<file path="src/hw/rtl/load_cell_tare_and_average_defines.svh">
// Assertion helpers used by the top-level RTL file.
`ifndef LOAD_CELL_TARE_AND_AVERAGE_DEFINES_SVH
`define LOAD_CELL_TARE_AND_AVERAGE_DEFINES_SVH

// Same-cycle implication, disabled while reset is asserted.
`define LCTA_ASSERT_IMPL(lbl, clk, rst_n, ante, cons) \
    lbl: assert property (@(posedge clk) disable iff (!rst_n) (ante) |-> (cons)) \
        else $error("load cell block: same-cycle check failed");

// Next-cycle implication, disabled while reset is asserted.
`define LCTA_ASSERT_NEXT(lbl, clk, rst_n, ante, cons) \
    lbl: assert property (@(posedge clk) disable iff (!rst_n) (ante) |=> (cons)) \
        else $error("load cell block: next-cycle check failed");

`endif

</file>
<file path="src/hw/rtl/lcta_ram.sv">
module lcta_ram #(
    parameter int AW = 3,
    parameter int DW = 32
) (
    input  logic          i_clk,
    input  logic          i_rst_n,
    input  logic          i_we,
    input  logic [AW-1:0] i_waddr,
    input  logic [DW-1:0] i_wdata,
    input  logic [AW-1:0] i_raddr,
    output logic [DW-1:0] o_rdata
);
    localparam int DEPTH = 1 << AW;

    logic [DW-1:0]    r_mem [DEPTH];
    logic [DEPTH-1:0] r_valid;
    logic [DW-1:0]    r_rdata;

    // Entries never written read as zero.
    always_ff @(posedge i_clk) begin
        if (i_we) begin
            r_mem[i_waddr] <= i_wdata;
        end
        r_rdata <= r_valid[i_raddr] ? r_mem[i_raddr] : '0;
    end

    always_ff @(posedge i_clk) begin
        if (!i_rst_n) begin
            r_valid <= '0;
        end else if (i_we) begin
            r_valid[i_waddr] <= 1'b1;
        end
    end

    assign o_rdata = r_rdata;

endmodule

</file>
<file path="config.mk">
export PLATFORM = sky130hd
export DESIGN_NAME = lcta_ram
export DESIGN_NICKNAME = d
export VERILOG_FILES = /design/src/hw/rtl/load_cell_tare_and_average_defines.svh /design/src/hw/rtl/lcta_ram.sv
export SDC_FILE = /design/constraint.sdc
export NUM_CORES = 1
export LEC_CHECK = 0
export ABC_CLOCK_PERIOD_IN_PS = 3400
export BUFFER_PORTS_ARGS = -buffer_cell sky130_fd_sc_hd__buf_2
export CAP_MARGIN = 15
export CORE_ASPECT_RATIO = 0.5
export CORE_UTILIZATION = 54
export DETAILED_ROUTE_END_ITERATION = 8
export PLACE_DENSITY = 0.77
export SKIP_LAST_GASP = 1
export SLEW_MARGIN = 20
export SYNTH_ARGS = -nofsm -noshare
export SYNTH_HDL_FRONTEND = slang
export SYNTH_SLANG_ARGS = --single-unit
</file>
<file path="constraint.sdc">
create_clock -name i_clk -period 3.4 [get_ports i_clk]
set_input_delay 0.51 -clock i_clk [delete_from_list [all_inputs] [get_ports i_clk]]
set_output_delay 0.51 -clock i_clk [all_outputs]
set_load 0.02 [all_outputs]
</file>
== Word level (Yosys, flattened, before mapping) ==
Memories as Yosys holds them, arrays and structs flattened. A register that Yosys moved wholly into a read port is not among the register bits.
Index checks and enable logic that the tools add are counted.

* Flip-flop bits (word level): 8
* RAM bits: 256
* Bits of input ports: 41
* Output and inout bits: 32
* Logic and storage cells: 14
* Memories: 1

* $lt $le $gt $ge: 3
* Mux-type cells: 6
* Bitwise operators: 1
* Reductions and logical operators: 2

{| class="wikitable"
|+ Memories
! memory !! words !! bits a word !! read ports !! clocked after memory_dff !! wr ports !! line !! text
|-
| r_mem || 8 || 32 || 1 || 1 || 1 || lcta_ram.sv:15 || <nowiki>logic [DW-1:0] r_mem [DEPTH];</nowiki>
|}

{| class="wikitable"
|+ Operators with widths
! kind !! number
|-
| < comparator 3 x 4 -> 1 bit (second input constant) || 2
|-
| OR 8 bit || 1
|-
| 2-to-1 mux 1 bit || 4
|-
| binary-select mux 1 bit (select 3 bit) || 1
|-
| demux 1 bit (select 3 bit) || 1
|-
| greater-or-equal comparator 3 x 1 -> 1 bit (second input constant) || 1
|-
| logical AND 1 bit || 1
|-
| zero test 1 bit || 1
|}

== Logic depth before layout (Yosys ltp) ==
* Depth after elaboration: 5
* Depth in mapped cells: 5
* Depth with buffers taken out: 3

== Least setup slack after synthesis ==
No wires, ideal clock.

* Path kind: input-to-reg
* From: input port i_waddr[1]
* To: memory r_mem[0][0], enable pin
* Library setup time: 0.464 ns
* Data arrival time: 2.946 ns
* Data required time: 2.936 ns
* Slack: -0.010 ns
* Cell stages on the path: 2
* Buffers on the path: 0
* Path through: nand2b_1 > nor3_1

{| class="wikitable"
|+ RTL lines
! element !! line !! text
|-
| start: declaration || lcta_ram.sv:8 || <nowiki>input logic [AW-1:0] i_waddr,</nowiki>
|-
| end: declaration || lcta_ram.sv:15 ||
|}

Straight into the memory's write port.

== Worst setup path in the final report ==
* From: input port i_raddr[0]
* To: register r_rdata[4] (netlist: o_rdata[4]) (read register of r_mem)

* Cells in the longest elaborated chain, start to end: 3

{| class="wikitable"
|+ RTL lines
! element !! line !! text
|-
| start: declaration || lcta_ram.sv:10 || <nowiki>input logic [AW-1:0] i_raddr,</nowiki>
|-
| binary-select mux 1 bit (select 3 bit) || lcta_ram.sv:24 || <nowiki>r_rdata <= r_valid[i_raddr] ? r_mem[i_raddr] : '0;</nowiki>
|-
| 2-to-1 mux 1 bit (implied by the code) || lcta_ram.sv:24 ||
|-
| zero test 1 bit (no source line) || -- ||
|-
| end: declaration || lcta_ram.sv:17 || <nowiki>logic [DW-1:0] r_rdata;</nowiki>
|}

Several ways; a longest one is shown, not always the timed one. The select of a mux whose other input is x is not followed.
A chain may end at the register's enable or synchronous reset.

==> metrics.txt <==
outcome=finished clean; Synth area leader=edfxtp_1; Crit Path Class=in -> reg; Worst Hold Class=in -> reg; net switching power figure=0.00142 W; Clk network pwr share=0.376; clock latency on the worst-skew pair=0.51 ns; post-route ant nets=0; vias in the first global route=4935; CP Launch Type=input port; max_cap viols=0; arrival time worst endpoint=2.16 ns; vias=4730; largest net degree at the start of global routing=52; Crit Path Max Fanout=32; Setup Skew=0.00921 ns; H-Tree Depth=1; Req. time, crit path=~3.8 ns; R2R Setup Slk=approximately 1.7 ns; post-synth top area share=0.716; first-pass GRT wire length=28900 um; RSZ-0062 raised after global routing=false; Max Fclk=561 MHz; core area=19500 um2; Pins Over Slew Limit=0; CTS sink cnt=296; fin nets=605; Die Area=between 20000 and 25000 um2; sequential share of power=0.572; hold path cells=1; WP buf/inv=2; GRT Total Usage=0.194; IO Pins=73; DR WL/cell=22.6 um; input/output buffers=72; register area share after synthesis=0.791; initial antenna violation count=1; commonest cells after routing, fill and taps aside=edfxtp_1, buf_2, mux4_2; Hold Vio Cnt, Final=0; Residual DRC=0; layout cells sized above 1=0.337; combinational share of power=0.052; first-pass iteration count of the detailed router=5; initial drt markers=~380; CTS tree=done; crit-path max cell delay=approximately 0.65 ns; Peak VDD IR=0.352 mV; row count=36; total grt overflow=0; Worst-path clk slew=~0.06 ns; Synth Register Bits=296; routability cong.=0.674; synth-to-layout area growth=14.4%; measured slew at the worst slew-check pin=just under 0.8 ns; Routed WL=19200 um; Die Ht=102 um; setup TNS=0 ns; pre-CTS WS=1.04 ns; setup repair bufs after CTS=0; Synth area leaders=edfxtp_1, mux4_2, dfxtp_1; Pint=0.00574 W; die width=201 um; switching share of power=0.199; worst-path cell chain=buf_4, mux4_1, mux2i_4, buf_4, nor2_1; Pwr Total=0.00716 W; PnR worst setup slack=1.62 ns; r2r worst-path depth=4; post-synthesis cell type count=15; CTS Buf Count=25; dpl cells=about 800; slew margin rel.=0.475; PD cells=583 nW/um2; endpoint class of the critical path=flop; leakage power total=4.19 nW; final core occ=0.631; Post-Syn Instances=470; Clock Path Buffers=3; syn avg cell area=22.8 um2; CTS Hold Bufs=0; Synthesized Nets=around 500; Hold Path Sink=r_mem[0][1]$_DFFE_PP_; Hold Startpoint=i_wdata[1]; worst r2r dst=o_rdata[4]$_SDFF_PN0_; reg2reg start=r_valid[3]$_SDFFE_PN0P_; commonest non-fill, non-tap cell in the layout=edfxtp_1; via density per instance=about 5.6; CP delay by family, top=multiplexers; final instance count without filler cells=849; Critical-path top delay cell=mux4_1; HPWL after DPL=10600 um; Cell Area, Synth=10700 um2; Clock Tree Root=clkbuf_16; Initial Utilization=0.552; YS warnings=0; Tcrit/Tclk final=0.524; Tmin final=1.78 ns; post_cts resized=0; final number of setup-violating endpoints=0; most used cell, CP=buf_4; filler instances=1281
[cell usage after synthesis, drive strengths merged]
cell,instances
buf,20
clkbuf,2
edfxtp,256
nor2,38
dfxtp,40
nor3,2
mux2i,33
mux4,66
nand2,2
nand2b,3
o21a,8
[worst register-to-register path, stage by stage, from the launching register on]
cell and delay [ns]:
dfxtp_1 0.32, mux4_1 0.55, mux2i_4 0.14, buf_4 0.43
nor2_1 0.13
[layer usage]
layer | vias up | share of wire | GRT usage
li1 | 2117 | - | -
met1 | 2446 | 0.42 | 0.260
met2 | 146 | 0.51 | 0.339
met3 | 21 | 0.063 | 0.0357
met4 | 0 | 0.012 | 0.0402
met5 | - | 0 | 0
[registers in the layout (all words and copies together), names as in the netlist]
name / flops
r_valid: 8
o_rdata: 32
r_mem: 256
[logic make-up (layout without fill, tap and decap cells)]
| family | after synthesis | in the layout | share of synthesized area |
|---|---|---|---|
| DFF | 296 | 296 | 0.791 |
| and+or+nand+nor | 45 | 45 | 0.0167 |
| buffers and inverters | 22 | 134 | 0.0157 |
| muxes | 99 | 99 | 0.171 |
| AOI/OAI and AO/OA | 8 | 8 | 0.00560 |
| other | 0 | 1 | 0 |
[area by class of cell]
| cell class | instances | area, um2 | area share |
|---|---|---|---|
| antenna | 1 | 2.50 | 0.000204 |
| multi-input combinational | 152 | 2140 | 0.174 |
| sequential | 296 | 8490 | 0.691 |
| timing repair buffer | 89 | 553 | 0.0450 |
| clock buffer | 39 | 708 | 0.0577 |
| tap | 266 | 333 | 0.0271 |
| clock inverter | 6 | 55.1 | 0.00448 |
[worst max-delay path by stage]
stage	start	depth (start not counted)	to	slack, ns
final	i_raddr[0]	5	o_rdata[4]$_SDFF_PN0_	1.62
after global routing	i_raddr[0]	5	o_rdata[3]$_SDFF_PN0_	1.53
after CTS	i_raddr[0]	5	o_rdata[3]$_SDFF_PN0_	1.59
after detailed placement	i_raddr[0]	5	o_rdata[10]$_SDFF_PN0_	1.04
after global placement	i_raddr[0]	5	o_rdata[10]$_SDFF_PN0_	1.07
after floorplan	i_waddr[1]	2	r_mem[2][0]$_DFFE_PP_	0.08
[power by group through the flow]
stage | Clock (W) | Sequential, W | Combinational [W]
2_1_floorplan | 0 | 0.00418 | 0.000229
3_3_place_gp | 0 | 0.00416 | 0.000370
3_5_place_dp | 0 | 0.00417 | 0.000380
4_1_cts | 0.00274 | 0.00409 | 0.000382
5_1_grt | 0.00288 | 0.00410 | 0.000406
6_report | 0.00269 | 0.00409 | 0.000375
[per-stage QoR]
step	hold slack (ns)	instance area (um2)
CTS	0.246	12300
global route	0.257	12300
detailed placement	0.450	11500
finish	0.264	12300
floorplan	0.432	10700
global placement	0.441	11500
Note: power is estimated with default switching activity, not from simulation.
