`src/hw/rtl/load_cell_tare_and_average_defines.svh`:
```
// Assertion helpers used by the top-level RTL file.
`ifndef LOAD_CELL_TARE_AND_AVERAGE_DEFINES_SVH
`define LOAD_CELL_TARE_AND_AVERAGE_DEFINES_SVH

// Same-cycle implication, disabled while reset is asserted.
`define LCTA_ASSERT_IMPL(lbl, clk, rst_n, ante, cons) \
    lbl: assert property (@(posedge clk) disable iff (!rst_n) (ante) |-> (cons)) \
        else $error("load cell block: same-cycle check failed");

// Next-cycle implication, disabled while reset is asserted.
`define LCTA_ASSERT_NEXT(lbl, clk, rst_n, ante, cons) \
    lbl: assert property (@(posedge clk) disable iff (!rst_n) (ante) |=> (cons)) \
        else $error("load cell block: next-cycle check failed");

`endif

```
`src/hw/rtl/lcta_pkg.sv`:
```
package lcta_pkg;

    localparam int CHANNELS    = 5;
    localparam int SAMPLE_BITS = 24;
    localparam int RAW_W       = 24;
    localparam int SUM_W       = 32;
    localparam int VAL_W       = 32;
    localparam int GAIN_W      = 32;
    localparam int CNT_W       = 8;
    localparam int CH_W        = (CHANNELS > 1) ? $clog2(CHANNELS) : 1;
    localparam int CFG_IDX_W   = $clog2(CHANNELS + 1);
    localparam int CFG_DATA_W  = 32;
    localparam int DIFF_W      = VAL_W + 1;
    localparam int PROD_W      = DIFF_W + GAIN_W;

    // Divider retires this many quotient bits per cycle.
    localparam int DIV_STEP_BITS = 2;
    localparam int DIV_ITER      = SUM_W / DIV_STEP_BITS;
    localparam int DIV_CNT_W     = $clog2(DIV_ITER);

    localparam logic [CFG_IDX_W-1:0]  CFG_AVERAGE_COUNT = CFG_IDX_W'(0);
    localparam logic [CFG_IDX_W-1:0]  CFG_GAIN_FIRST    = CFG_IDX_W'(1);
    localparam logic [CFG_IDX_W-1:0]  CFG_GAIN_LAST     = CFG_IDX_W'(CHANNELS);
    localparam logic [CNT_W-1:0]      COUNT_RESET       = CNT_W'(1);
    localparam logic [GAIN_W-1:0]     GAIN_RESET        = GAIN_W'(65536);

    localparam logic OP_WEIGH = 1'b0;
    localparam logic OP_TARE  = 1'b1;

    typedef struct packed {
        logic                    start;
        logic signed [SUM_W-1:0] dividend;
        logic [CNT_W-1:0]        divisor;
    } t_div_req;

    typedef struct packed {
        logic                    done;
        logic signed [SUM_W-1:0] quotient;
    } t_div_rsp;

    function automatic logic signed [SUM_W-1:0] sext_sample(input logic [RAW_W-1:0] raw);
        return SUM_W'($signed(raw[SAMPLE_BITS-1:0]));
    endfunction

endpackage

```
`src/hw/rtl/lcta_div.sv`:
```
module lcta_div (
    input  logic              i_clk,
    input  logic              i_rst_n,
    input  lcta_pkg::t_div_req i_req,
    output lcta_pkg::t_div_rsp o_rsp
);
    import lcta_pkg::*;

    logic                 r_busy;
    logic                 r_done;
    logic                 r_neg;
    logic [DIV_CNT_W-1:0] r_cnt;
    logic [CNT_W-1:0]     r_div;
    logic [CNT_W-1:0]     r_rem;
    logic [SUM_W-1:0]     r_quo;
    logic [SUM_W-1:0]     r_q;
    logic [CNT_W-1:0]     n_rem;
    logic [SUM_W-1:0]     n_quo;
    logic [CNT_W:0]       c_trial;
    logic [SUM_W-1:0]     c_mag;

    assign c_mag = i_req.dividend[SUM_W-1] ? (~i_req.dividend + SUM_W'(1)) : i_req.dividend;

    // Restoring division on the magnitude, a few quotient bits per cycle.
    always_comb begin
        n_rem   = r_rem;
        n_quo   = r_quo;
        c_trial = '0;
        for (int k = 0; k < DIV_STEP_BITS; k++) begin
            c_trial = {n_rem, n_quo[SUM_W-1]};
            n_quo   = {n_quo[SUM_W-2:0], 1'b0};
            if (c_trial >= {1'b0, r_div}) begin
                c_trial  = c_trial - {1'b0, r_div};
                n_quo[0] = 1'b1;
            end
            n_rem = c_trial[CNT_W-1:0];
        end
    end

    always_ff @(posedge i_clk) begin
        if (!i_rst_n) begin
            r_busy <= 1'b0;
            r_done <= 1'b0;
        end else begin
            r_done <= 1'b0;
            if (i_req.start) begin
                r_busy <= 1'b1;
                r_cnt  <= DIV_CNT_W'(DIV_ITER - 1);
                r_rem  <= '0;
                r_quo  <= c_mag;
                r_div  <= i_req.divisor;
                r_neg  <= i_req.dividend[SUM_W-1];
            end else if (r_busy) begin
                r_rem <= n_rem;
                r_quo <= n_quo;
                r_cnt <= r_cnt - DIV_CNT_W'(1);
                if (r_cnt == '0) begin
                    r_busy <= 1'b0;
                    r_done <= 1'b1;
                    r_q    <= r_neg ? (~n_quo + SUM_W'(1)) : n_quo;
                end
            end
        end
    end

    assign o_rsp.done     = r_done;
    assign o_rsp.quotient = r_q;

endmodule

```
`config.mk`:
```
export PLATFORM = sky130hd
export DESIGN_NAME = lcta_div
export DESIGN_NICKNAME = d
export VERILOG_FILES = /design/src/hw/rtl/load_cell_tare_and_average_defines.svh /design/src/hw/rtl/lcta_pkg.sv /design/src/hw/rtl/lcta_div.sv
export SDC_FILE = /design/constraint.sdc
export NUM_CORES = 1
export LEC_CHECK = 0
export BUFFER_PORTS_ARGS = -buffer_cell sky130_fd_sc_hd__buf_2
export CAP_MARGIN = 0
export CORE_ASPECT_RATIO = 1.25
export CORE_UTILIZATION = 63
export CTS_CLUSTER_SIZE = 25
export DETAILED_ROUTE_END_ITERATION = 8
export PLACE_DENSITY = 0.95
export SLEW_MARGIN = 20
export SYNTH_ARGS = -nofsm -noshare
export SYNTH_HDL_FRONTEND = slang
export SYNTH_SLANG_ARGS = --single-unit
```
`constraint.sdc`:
```
create_clock -name i_clk -period 8.4 [get_ports i_clk]
set_input_delay 0.42 -clock i_clk [delete_from_list [all_inputs] [get_ports i_clk]]
set_output_delay 0.42 -clock i_clk [all_outputs]
set_load 0.01 [all_outputs]
```
; Yosys cells after proc, flatten, opt, wreduce, memory -nomap -nowiden
; Cells that the tools add are included.
; Widths: inputs -> output; s select.
[totals]
regBits = 87
inputBits = 43
out_inout_bits = 33
word_cells = 40
[classes]
add_sub_neg = 5
n_lt_le_gt_ge = 2
muxes = 14
bitwise = 5
n_reduce_logical = 6
[ops]
columns = operator, n
row1 = $mux 32, 4
row2 = $not 32->32, 2
row3 = $add 32x1->32 const B, 1
row4 = $add 32x2->32 const B, 1
row5 = $mux 8, 3
row6 = $ge 9x8->1, 2
row7 = $sub 8x8->8, 2
row8 = $mux 1, 6
row9 = $logic_not 4->1, 1
row10 = $mux 4, 1
row11 = $reduce_and 2->1, 2
row12 = $reduce_and 4->1, 1
row13 = $sub 4x1->4 const B, 1
row14 = $not 1->1, 3
row15 = $reduce_or 3->1, 1
row16 = $reduce_bool 2->1, 1

; Logic depth before layout (Yosys ltp)
; Gate-level depths: netlist (run 1).
[depth]
word_depth = 7
ltp_mapped = 21

; Worst setup path before layout (run 1)
; Ideal clock, no wire load.
[synth_timing]
path_type = flip-flop to flip-flop
from = register r_rem[3]
to = register r_q[26] (data pin)
setup_ns = 0.266
arrival_ns = 4.077
required_ns = 8.134
slack_ns = 4.057
stages_incl_launch_ff = 18
synth_period_minus_slack_ns = 4.343
path_cell_list = edfxtp_1 -> ha_1 -> a21o_1 -> a221oi_2 -> o21ai_4 -> mux2_2 -> ha_1 -> a211o_1 -> o221ai_1 -> o311a_1 -> buf_4 -> nand2_4 -> inv_1 -> ha_1 -> nor3b_2 -> nand4_1 -> o41ai_1 -> xnor2_1
[synth_via]
elab_chain_cells = 7
[synth_rtl]
columns = element, line_no
row1 = start: declaration, lcta_div.sv:14  ; logic [CNT_W-1:0] r_rem;
row2 = start signal: assignment, lcta_div.sv:54  ; r_rem <= n_rem;
row3 = $sub 8x8->8 / $ge 9x8->1 (equally long branches), "lcta_div.sv:33, lcta_div.sv:32"
row4 = $mux 8 (*), lcta_div.sv:32  ; if (c_trial >= {1'b0, r_div}) begin
row5 = $ge 9x8->1 (*), lcta_div.sv:32
row6 = $mux 1 (*), lcta_div.sv:32
row7 = via n_quo[0], lcta_div.sv:18  ; logic [SUM_W-1:0] n_quo;
row8 = $not 32->32 (*), lcta_div.sv:60  ; r_q <= r_neg ? (~n_quo + SUM_W'(1)) : n_quo;
row9 = $add 32x1->32 (*), lcta_div.sv:60
row10 = $mux 32 (*), lcta_div.sv:60
row11 = end signal: assignment, lcta_div.sv:60
row12 = end: declaration, lcta_div.sv:16  ; logic [SUM_W-1:0] r_q;
; The timed path passes the listed nets; every way through them passes the cells marked *.
; A chain may end at the register's enable or synchronous reset.

; Worst setup path after layout (run 1)
[layout_timing]
from = register r_div[4]
to = register r_q[30] (data pin)
[layout_via]
elab_chain_cells = 7
[layout_rtl]
columns = element, line_no
row1 = start: declaration, lcta_div.sv:13  ; logic [CNT_W-1:0] r_div;
row2 = start signal: assignment, lcta_div.sv:51  ; r_div <= i_req.divisor;
row3 = $sub 8x8->8 / $ge 9x8->1 (equally long branches), "lcta_div.sv:33, lcta_div.sv:32"
row4 = $mux 8, lcta_div.sv:32
row5 = $ge 9x8->1 (*), lcta_div.sv:32
row6 = $mux 1 (*), lcta_div.sv:32
row7 = via n_quo[0], lcta_div.sv:18
row8 = $not 32->32 (*), lcta_div.sv:60
row9 = $add 32x1->32 (*), lcta_div.sv:60
row10 = $mux 32 (*), lcta_div.sv:60
; Marks and branches as above.

==> flow_metrics.env, run 1 <==
export IMPL_ioPinCount=76
export IMPL_worstHoldStart="i_req[0]"
export IMPL_switching_share=0.3745
export IMPL_pre_cts_ws_ns=3.251
export IMPL_cts_resized=0
export IMPL_postRouteWirelength_um=13370
export IMPL_drt_antenna_violating_nets=0
export IMPL_hold_buffers=0
export IMPL_p_switching_w=0.0005680
export IMPL_yosysTopAreaCellShare=0.4621
export IMPL_critPathKind="flop to flop"
export IMPL_grt_ovfl_total=0
export IMPL_rrSetupSlack_ns=3.18
export IMPL_cp_start_kind="flop"
export IMPL_dieHeight_um=106.7
export IMPL_cp_end_kind="flop"
export IMPL_setup_viol=0
export IMPL_fin_ws_ns=3.177
export IMPL_hold_slack_ns=0.2007
export IMPL_comb_power_share=0.416
export IMPL_grt_usage=0.3045
export IMPL_max_freq_mhz=191.4
export IMPL_grt_pass1_vias=4290
export IMPL_p_int_w=0.0009486
export IMPL_clkPwrFrac=0.216
export IMPL_drv_slew=0
export IMPL_synth_avg_cell_area_um2=10.85
export IMPL_cp_endpoint="r_q[30]$_DFFE_PP_"
export IMPL_syn_area_um2=5524
export IMPL_clkLatencyLatePin_ns=0.39
export IMPL_post_route_drc_count=0
export IMPL_yosys_warnings=0
export IMPL_yosysSeqAreaShare=0.4693
export IMPL_vias=4521
export IMPL_tightestPinTransition_ns=1.062
export IMPL_cts_buffers=9
export IMPL_ys_flop_type="edfxtp_1"
export IMPL_layout_drive_gt1_share=0.2144
export IMPL_post_cts_setup_buffers=0
export IMPL_rsz0062_at_grt="false"
export IMPL_min_path_type="input pin to flop"
export IMPL_cp_max_fo=10
export IMPL_synth_area_leaders="edfxtp_1 (46%), xnor2_1 (5.2%), xor2_1 (5.1%), ha_1 (4.3%), a21oi_1 (3.5%)"
export IMPL_synth_edf_count=85
export IMPL_std_cell_rows=37
export IMPL_cts_root_buf="clkbuf_8"
export IMPL_cts_tree="yes"
export IMPL_slew_headroom=0.2919
export IMPL_yosys_cell_types_count=69
export IMPL_drv_cap=0
export IMPL_avgRoutedWirePerCell_um=19.09
export IMPL_fin_util=0.7405
export IMPL_pwr_share_seq=0.368
export IMPL_diodes=0
export IMPL_p_leak_nw=2.308
export IMPL_hold_viol_final=0
export IMPL_cts_htree_levels=3
export IMPL_area_delta_synth_final_pct=12.32
export IMPL_first_iter_violations=391
export IMPL_r2r_end="r_q[30]$_DFFE_PP_"
export IMPL_r2r_worst_path_cells=17
export IMPL_die_area_um2=9149
export IMPL_grt_pass1_wl_um=21100
export IMPL_place_congestion=0.8487
export IMPL_outcome="complete, no violations"
export IMPL_pwr_density_cell_nw_per_um2=244.4
export IMPL_hpwl_um=9333
export IMPL_grt_antenna_before_repair=0
export IMPL_synth_net_count=573
export IMPL_coreArea_um2=8379
export IMPL_fin_crit_sh=0.6218
export IMPL_min_period_ns=5.223
export IMPL_worstPathArrival_ns=5.35
export IMPL_ir_drop_v=0.0001939
export IMPL_synthArstFlopShare=0
export IMPL_drt_pass1_iterations=5
export IMPL_required_ns=8.53
export IMPL_grt_max_degree=81
export IMPL_cts_clk_slew_worst_paths_ns=0.10
export IMPL_skew_ns=0.01271
export IMPL_synthCells=509
export IMPL_avgViaCountPerCell=6.459
export IMPL_nets=642
export IMPL_synth_area_leader_cell="edfxtp_1"
export IMPL_die_w_um=85.76
export IMPL_reg2reg_from="r_div[4]$_DFFE_PP_"
export IMPL_cts_max_path_buffers=2
export IMPL_setup_tns_ns=0
export IMPL_cts_sinks=87
export IMPL_critical_path_startpoint="r_div[4]$_DFFE_PP_"
export IMPL_port_buffers=75
export IMPL_start_util=0.6593
export IMPL_synth_seq_cells=87
==> registers in the layout (all words and copies together) (netlist names) <==
register,flops
r_q,32
r_quo,32
r_div,8
r_rem,8
r_cnt,4
r_busy,1
r_done,1
r_neg,1
==> per-stage QoR <==
stage                     power, W  instance area (um2)  instances
after global placement    0.001147                 5987        684
after global routing      0.001585                 6205        700
after detailed placement  0.001176                 5987        684
after floorplan           0.001033                 5524        509
after CTS                 0.001501                 6198        700
final                     0.001517                 6205        700
==> logic make-up after synthesis <==
family | Yosys count | synth area share
simple gates | 145 | 0.1477
compound gates | 140 | 0.1839
flops | 87 | 0.4693
xor+xnor | 65 | 0.1031
buf+inv | 44 | 0.03193
fa+ha+maj | 21 | 0.05028
mux | 7 | 0.01382
==> area by class of cell <==
class / instances / area (um2)
multi-input cells: 378 / 2768
flip-flops and latches: 87 / 2592
fillers: 555 / 2175
repair buffers: 77 / 390.4
well taps: 117 / 146.4
clock buffers: 9 / 123.9
inverters: 25 / 96.34
clock inverters: 7 / 87.58
==> cell usage in the layout (no fill, tap or decap), types with 8 or more instances in the layout <==
| cell type | Yosys | layout |
|---|---|---|
| a21oi_1 | 39 | 39 |
| buf_2 | 1 | 75 |
| clkbuf_8 | 0 | 9 |
| edfxtp_1 | 85 | 85 |
| ha_1 | 19 | 19 |
| inv_1 | 24 | 24 |
| nand2_1 | 18 | 18 |
| nand2b_1 | 9 | 9 |
| nand3_1 | 11 | 11 |
| nor2_1 | 40 | 40 |
| nor3_1 | 13 | 12 |
| nor4_1 | 8 | 8 |
| o21ai_0 | 24 | 24 |
| o31ai_1 | 18 | 18 |
| xnor2_1 | 33 | 33 |
| xor2_1 | 32 | 32 |
==> power by group through the flow <==
stage | combinational, W | clock (W) | sequential (W)
after detailed placement | 0.000608 | 0 | 0.000567
after global placement | 0.000583 | 0 | 0.000564
after global routing | 0.000678 | 0.000345 | 0.000562
final | 0.000630 | 0.000327 | 0.000559
after CTS | 0.000617 | 0.000326 | 0.000558
after floorplan | 0.000477 | 0 | 0.000556
==> synthesized netlist by cell type, types with 3 or more instances <==
| cell type | n |
|---|---|
| o211a_1 | 3 |
| or3_1 | 7 |
| nor3_1 | 13 |
| nor2b_1 | 5 |
| edfxtp_1 | 85 |
| xnor2_1 | 33 |
| nor2_1 | 40 |
| and3_1 | 3 |
| xor2_1 | 32 |
| nand3b_1 | 3 |
| nand2b_1 | 9 |
| a211oi_1 | 4 |
| o31ai_1 | 18 |
| or4_1 | 5 |
| inv_1 | 24 |
| o211ai_1 | 3 |
| o41ai_2 | 5 |
| or2_2 | 3 |
| a21o_1 | 5 |
| o41ai_1 | 7 |
| nor4_1 | 8 |
| nand3_1 | 11 |
| clkbuf_1 | 15 |
| o21a_1 | 7 |
| o21ai_0 | 24 |
| mux2_2 | 5 |
| ha_1 | 19 |
| or4_4 | 3 |
| a21boi_0 | 3 |
| a21oi_1 | 39 |
| nand2_1 | 18 |
| nor3b_1 | 3 |
==> layer usage <==
metal  track usage  up-vias  wire length (um)
met3       0.05004       48               836
li1              -     2064                 -
met2        0.5160      223              6939
met4        0.1726        0               546
met1        0.3676     2186              5044
met5             0        -                 0
==> worst min path at each step <==
stage                         endpoint  slack (ns)  cells after the start
global route        r_div[0]$_DFFE_PP_        0.19                      1
finish              r_div[0]$_DFFE_PP_        0.20                      1
detailed placement   r_done$_SDFF_PP0_        0.49                      2
CTS                 r_div[3]$_DFFE_PP_        0.20                      1
global placement     r_done$_SDFF_PP0_        0.47                      2
floorplan            r_done$_SDFF_PP0_        0.44                      2
==> worst max-delay path: stages (launching register included) <==
cell	delay, ns
edfxtp_1	0.41
inv_1	0.11
ha_1	0.30
a21o_1	0.26
a221oi_2	0.45
o21ai_4	0.18
mux2_2	0.33
ha_1	0.37
a211o_1	0.28
o221ai_1	0.26
o311a_1	0.53
nand2_4	0.12
inv_1	0.09
ha_1	0.21
nor3b_2	0.29
nand4_1	0.21
o41ai_1	0.45
xnor2_1	0.11
Note: power is estimated with default switching activity, not from simulation.
==> run 2: changes to the inputs <==
--- a/config.mk
+++ b/config.mk
@@ -8,10 +8,10 @@
 export BUFFER_PORTS_ARGS = -buffer_cell sky130_fd_sc_hd__buf_2
 export CAP_MARGIN = 0
 export CORE_ASPECT_RATIO = 1.25
-export CORE_UTILIZATION = 63
+export CORE_UTILIZATION = 53
 export CTS_CLUSTER_SIZE = 25
 export DETAILED_ROUTE_END_ITERATION = 8
-export PLACE_DENSITY = 0.95
+export PLACE_DENSITY = 0.87
 export SLEW_MARGIN = 20
 export SYNTH_ARGS = -nofsm -noshare
 export SYNTH_HDL_FRONTEND = slang
==> constraint.sdc (replaced) <==
create_clock -name i_clk -period 4.7 [get_ports i_clk]
set_input_delay 0.235 -clock i_clk [delete_from_list [all_inputs] [get_ports i_clk]]
set_output_delay 0.235 -clock i_clk [all_outputs]
set_load 0.01 [all_outputs]
==> run 2 against run 1 <==
Net effect:
- non-clock buffer count increased by 9
- cell count increased by 3.0%
- via count decreased by 1.5%
- wire length decreased by 1.0%
- largest cell class unchanged
==> flow_metrics.env, run 2 (synthesis gave the netlist of run 1 again) <==
export IMPL_outcome="complete, no violations"
export IMPL_min_path_type="input pin to flop"
export IMPL_regArea_um2=2592
export IMPL_min_to="r_div[5]$_DFFE_PP_"
export IMPL_ioPinCount=76
export IMPL_pwr_density_cell_nw_per_um2=454.8
export IMPL_cts_htree_levels=3
export IMPL_fin_crit_sh=0.9693
export IMPL_area_delta_synth_final_pct=17.53
export IMPL_rrSetupSlack_ns=0.14
export IMPL_min_period_ns=4.556
export IMPL_place_congestion=0.8992
export IMPL_layout_drive_gt1_share=0.2551
export IMPL_die_w_um=93.32
export IMPL_drt_pass1_iterations=5
export IMPL_die_area_um2=10840
export IMPL_multi_input_area_um2=2913
export IMPL_r2r_end="r_q[30]$_DFFE_PP_"
export IMPL_grt_ovfl_total=0
export IMPL_avgViaCountPerCell=6.176
export IMPL_std_cell_rows=41
export IMPL_mostFrequentLayoutCells="edfxtp_1 (85), buf_2 (75), nor2_1 (40), a21oi_1 (39), xnor2_1 (33)"
export IMPL_hold_slack_ns=0.06156
export IMPL_first_iter_violations=390
export IMPL_nets=651
export IMPL_worstPathArrival_ns=4.65
export IMPL_drt_antenna_violating_nets=0
export IMPL_dieHeight_um=116.1
export IMPL_max_freq_mhz=219.5
export IMPL_fin_util=0.6424
export IMPL_drv_cap=0
export IMPL_grt_max_degree=81
export IMPL_worstHoldStart="i_req[5]"
export IMPL_grt_pass1_vias=4175
export IMPL_grt_antenna_before_repair=0
export IMPL_cts_buffers=9
export IMPL_slew_headroom=0.2803
export IMPL_whs_path_depth=1
export IMPL_drv_slew=0
export IMPL_diodes=0
export IMPL_grt_pass1_wl_um=20110
export IMPL_avgRoutedWirePerCell_um=18.35
export IMPL_cts_clk_slew_worst_paths_ns=0.07
export IMPL_grt_usage=0.2416
export IMPL_postRouteWirelength_um=13230
export IMPL_skew_ns=0.01420
export IMPL_setup_viol=0
export IMPL_r2r_worst_path_cells=17
export IMPL_post_route_drc_count=0
export IMPL_top_regs="r_q: 32 flops, r_quo: 32 flops"
export IMPL_cts_root_buf="clkbuf_16"
export IMPL_critPathKind="flop to flop"
export IMPL_tightestPinTransition_ns=1.080
export IMPL_start_util=0.5466
export IMPL_critPathMostFrequentCell="ha_2"
export IMPL_cp_start_kind="flop"
export IMPL_crit_chain="ha_4, and4b_2, nand3_4, o21ai_4, mux2_2, ha_2, a211o_1, o221ai_1, o311a_1, nand2_4, inv_1, ha_2, nor3b_4, nand4_1, buf_4, o41ai_2, xnor2_1"
export IMPL_cp_max_fo=7
export IMPL_p_leak_nw=2.385
export IMPL_cts_max_path_buffers=2
export IMPL_vias=4453
export IMPL_cts_sinks=87
export IMPL_cpPeakStageDelay_ns=0.43
export IMPL_cp_end_kind="flop"
export IMPL_mostFrequentLayoutCell="edfxtp_1"
export IMPL_reg2reg_from="r_rem[4]$_SDFFCE_PP0P_"
export IMPL_required_ns=4.79
export IMPL_coreArea_um2=10110
export IMPL_cts_tree="yes"
export IMPL_hpwl_um=9167
export IMPL_port_buffers=75
export IMPL_clkLatencyLatePin_ns=0.35
export IMPL_cpMaxStageDelayCell="edfxtp_1"
export IMPL_hold_viol_final=0
export IMPL_ir_drop_v=0.0002590
export IMPL_fillCellCount=755
## run 2: changes by cell type in the layout (fill, tap and decap cells not counted), sizes merged
cell | previous run | this run
bufinv | 2 | 0
inv | 25 | 27
clkinvlp | 0 | 1
clkinv | 5 | 3
clkbuf | 9 | 10
buf | 77 | 86
## run 2: area by class of cell
type | count | area share
clock buffer | 10 | 0.03527
sequential | 87 | 0.3993
timing repair buffer | 86 | 0.07053
clock inverter | 6 | 0.006552
tap | 129 | 0.02486
multi-input combinational | 378 | 0.4486
inverter | 25 | 0.01484
## run 2: worst max-delay path, delay by kind of cell (launching register included)
| kind | cells | cell delay (ns) |
|---|---|---|
| compound gates | 5 | 1.33 |
| simple gates | 5 | 0.91 |
| buf+inv | 2 | 0.27 |
| xor+xnor | 1 | 0.10 |
| flops | 1 | 0.43 |
| mux | 1 | 0.39 |
| fa+ha+maj | 3 | 0.86 |
## run 2: metrics by stage
step	setup WS, ns	std cells	instance area (um2)	setup TNS, ns	power (W)
2_1_floorplan	0.3575	509	5524	0	0.001847
3_3_place_gp	0.2459	701	6040	0	0.002109
3_5_place_dp	0.08870	701	6040	0	0.002134
4_1_cts	0.08162	717	6311	0	0.002797
5_1_grt	-0.06230	721	6492	-0.1655	0.003087
6_report	0.1443	721	6492	0	0.002952
## run 2: where the power goes
| part | leakage [nW] | internal, W | switching [W] |
|---|---|---|---|
| clock network | 0.131 | 0.000360 | 0.000307 |
| logic | 1.45 | 0.000564 | 0.000718 |
| registers | 0.801 | 0.000946 | 0.0000570 |
| total | 2.38 | 0.00187 | 0.00108 |
## run 2: worst max-delay path by stage
stage | from | to | slack, ns | depth (start not counted)
2_1_floorplan | r_rem[3]$_SDFFCE_PP0P_ | r_q[26]$_DFFE_PP_ | 0.36 | 17
3_3_place_gp | r_rem[4]$_SDFFCE_PP0P_ | r_q[30]$_DFFE_PP_ | 0.25 | 17
4_1_cts | r_div[5]$_DFFE_PP_ | r_q[26]$_DFFE_PP_ | 0.08 | 17
3_5_place_dp | r_rem[4]$_SDFFCE_PP0P_ | r_q[26]$_DFFE_PP_ | 0.09 | 17
5_1_grt | r_quo[31]$_DFFE_PP_ | r_q[30]$_DFFE_PP_ | -0.06 | 20
6_report | r_rem[4]$_SDFFCE_PP0P_ | r_q[30]$_DFFE_PP_ | 0.14 | 17
## run 2: timing repair
| item | in CTS | in global routing |
|---|---|---|
| endpoints found under the setup margin | 0 | 8 |
| resized for setup | 0 | 27 |
| buffers inserted | 0 | 4 |
| hold buffers | 0 | 0 |
## run 2: routing by layer
layer	routed length [um]	GRT usage
met4	451	0.1251
met5	0	0
met1	5130	0.2941
met3	975	0.04036
met2	6671	0.4142
==> run 3: changes to the inputs <==
--- a/config.mk
+++ b/config.mk
@@ -11,7 +11,7 @@
 export CORE_UTILIZATION = 53
 export CTS_CLUSTER_SIZE = 25
 export DETAILED_ROUTE_END_ITERATION = 8
-export PLACE_DENSITY = 0.87
+export PLACE_DENSITY_LB_ADDON = 0.2
 export SLEW_MARGIN = 20
 export SYNTH_ARGS = -nofsm -noshare
 export SYNTH_HDL_FRONTEND = slang
==> run 3 against run 2 <==
Net effect:
- cell count grew 0.14%
- maximum frequency shrank 0.56%
- non-clock buffer count grew 1
- first-iteration DRC count shrank 27%
- cell area grew 0.94%
- power grew 3.6%
- clock skew shrank 0.0087 ns
- global-route usage shrank 0.53 points
- critical path depth grew 2
- flip-flop and latch count is the same
- die area is the same
==> flow_metrics.env, run 3 (synthesis gave the netlist of run 1 again) <==
export IMPL_port_buffers=75
export IMPL_cp_max_fo=4
export IMPL_required_ns=4.78
export IMPL_cts_root_buf="clkbuf_16"
export IMPL_whs_path_depth=1
export IMPL_grt_usage=0.2363
export IMPL_postRouteWirelength_um=12850
export IMPL_p_leak_nw=2.412
export IMPL_cts_buffers=9
export IMPL_grt_max_degree=81
export IMPL_crit_family="compound AO/OA/AOI/OAI gates"
export IMPL_cpMaxStageDelayCell="edfxtp_1"
export IMPL_rrSetupSlack_ns=0.12
export IMPL_setup_viol=0
export IMPL_vias=4320
export IMPL_r2r_end="r_q[30]$_DFFE_PP_"
export IMPL_die_w_um=93.32
export IMPL_place_inst=701
export IMPL_dieHeight_um=116.1
export IMPL_die_area_um2=10840
export IMPL_mostFrequentLayoutCells="edfxtp_1 (85), buf_2 (75), nor2_1 (40), a21oi_1 (39), xnor2_1 (33)"
export IMPL_outcome="complete, no violations"
export IMPL_worstHoldStart="i_req[2]"
export IMPL_clkLatencyLatePin_ns=0.34
export IMPL_grt_pass1_wl_um=19380
export IMPL_pre_cts_ws_ns=0.08942
export IMPL_fillCellCount=803
export IMPL_drt_antenna_violating_nets=0
export IMPL_grt_antenna_before_repair=0
export IMPL_slew_headroom=0.2512
export IMPL_cts_sinks=87
export IMPL_cp_end_kind="flop"
export IMPL_diodes=0
export IMPL_cts_clk_slew_worst_paths_ns=0.06
export IMPL_layout_drive_gt1_share=0.2580
export IMPL_hold_viol_final=0
export IMPL_worstPathArrival_ns=4.67
export IMPL_cts_max_path_buffers=2
export IMPL_pwr_density_cell_nw_per_um2=466.7
export IMPL_reg2reg_from="r_quo[31]$_DFFE_PP_"
export IMPL_min_to="r_div[2]$_DFFE_PP_"
export IMPL_cts_htree_levels=3
export IMPL_cpPeakStageDelay_ns=0.39
export IMPL_drv_slew=0
export IMPL_grt_pass1_vias=3931
export IMPL_crit_chain="inv_2, ha_2, inv_1, fa_2, a211oi_2, or4b_2, o2111ai_1, mux2_2, ha_1, and3_1, nand3_1, o311a_1, nand2_4, inv_1, ha_1, nor3b_4, nand4_1, o41ai_2, xnor2_1"
export IMPL_coreArea_um2=10110
export IMPL_skew_ns=0.005484
export IMPL_top_regs="r_q: 32 flops, r_quo: 32 flops"
export IMPL_cts_tree="yes"
export IMPL_drt_pass1_iterations=5
export IMPL_first_iter_violations=284
export IMPL_nets=652
export IMPL_tightestPinTransition_ns=1.123
export IMPL_avgRoutedWirePerCell_um=17.80
export IMPL_start_util=0.5466
export IMPL_stdcell_count=722
export IMPL_std_cell_rows=41
export IMPL_area_delta_synth_final_pct=18.64
export IMPL_setup_tns_ns=0
export IMPL_max_freq_mhz=218.3
export IMPL_min_path_type="input pin to flop"
export IMPL_critPathKind="flop to flop"
export IMPL_ioPinCount=76
export IMPL_min_period_ns=4.581
export IMPL_drv_cap=0
export IMPL_hold_slack_ns=0.06830
export IMPL_ir_drop_v=0.0002488
export IMPL_post_route_drc_count=0
export IMPL_grt_ovfl_total=0
export IMPL_fin_crit_sh=0.9748
export IMPL_fin_ws_ns=0.1187
export IMPL_place_congestion=0.8418
export IMPL_r2r_worst_path_cells=19
export IMPL_mostFrequentLayoutCell="edfxtp_1"
export IMPL_hpwl_um=8858
export IMPL_cp_start_kind="flop"
export IMPL_worst_path_buf_inv=3
export IMPL_avgViaCountPerCell=5.983
[run 3: layout make-up]
class | count | area, um2 | area share
multi-input combinational | 378 | 2924 | 0.4462
inverter | 25 | 96.34 | 0.01470
sequential | 87 | 2592 | 0.3956
tap | 129 | 161.4 | 0.02463
clock inverter | 4 | 77.57 | 0.01184
timing repair buffer | 87 | 465.4 | 0.07102
clock buffer | 12 | 236.5 | 0.03608
[run 3: worst max path at each step]
stage / start / to / slack, ns / depth (start not counted)
final: r_quo[31]$_DFFE_PP_ / r_q[30]$_DFFE_PP_ / 0.12 / 19
after global routing: r_quo[31]$_DFFE_PP_ / r_q[30]$_DFFE_PP_ / -0.07 / 19
after CTS: r_div[4]$_DFFE_PP_ / r_q[30]$_DFFE_PP_ / 0.005 / 17
after detailed placement: r_rem[4]$_SDFFCE_PP0P_ / r_q[30]$_DFFE_PP_ / 0.09 / 17
after global placement: r_div[4]$_DFFE_PP_ / r_q[30]$_DFFE_PP_ / 0.28 / 17
after floorplan: r_rem[3]$_SDFFCE_PP0P_ / r_q[26]$_DFFE_PP_ / 0.36 / 17
[run 3: per-stage QoR]
stage	area [um2]	power, W	utilization
floorplan	5524	0.001847	-
global placement	6040	0.002126	0.5976
detailed placement	6040	0.002135	0.5976
CTS	6354	0.002908	0.6287
global route	6554	0.003203	0.6485
finish	6554	0.003059	0.6485
[run 3: per-layer routing]
metal | track usage | wire [um] | vias up
met2 | 0.4147 | 6642 | 144
met1 | 0.2957 | 5243 | 2072
met4 | 0.08615 | 224 | 0
met5 | 0 | 0 | -
met3 | 0.03711 | 744 | 19
li1 | - | - | 2085
[run 3: report_power, final]
part / leakage, nW / internal (W) / total [W] / switching, W
sequential: 0.801 / 0.000947 / 0.00100 / 0.0000566
combinational: 1.46 / 0.000576 / 0.00129 / 0.000713
clock: 0.151 / 0.000469 / 0.000766 / 0.000296
total: 2.41 / 0.00199 / 0.00306 / 0.00107
[run 3: timing repair]
action,CTS,global route
gates resized for setup,0,28
hold buffers,0,0
endpoints found under the setup margin,0,8
buffers inserted,0,5
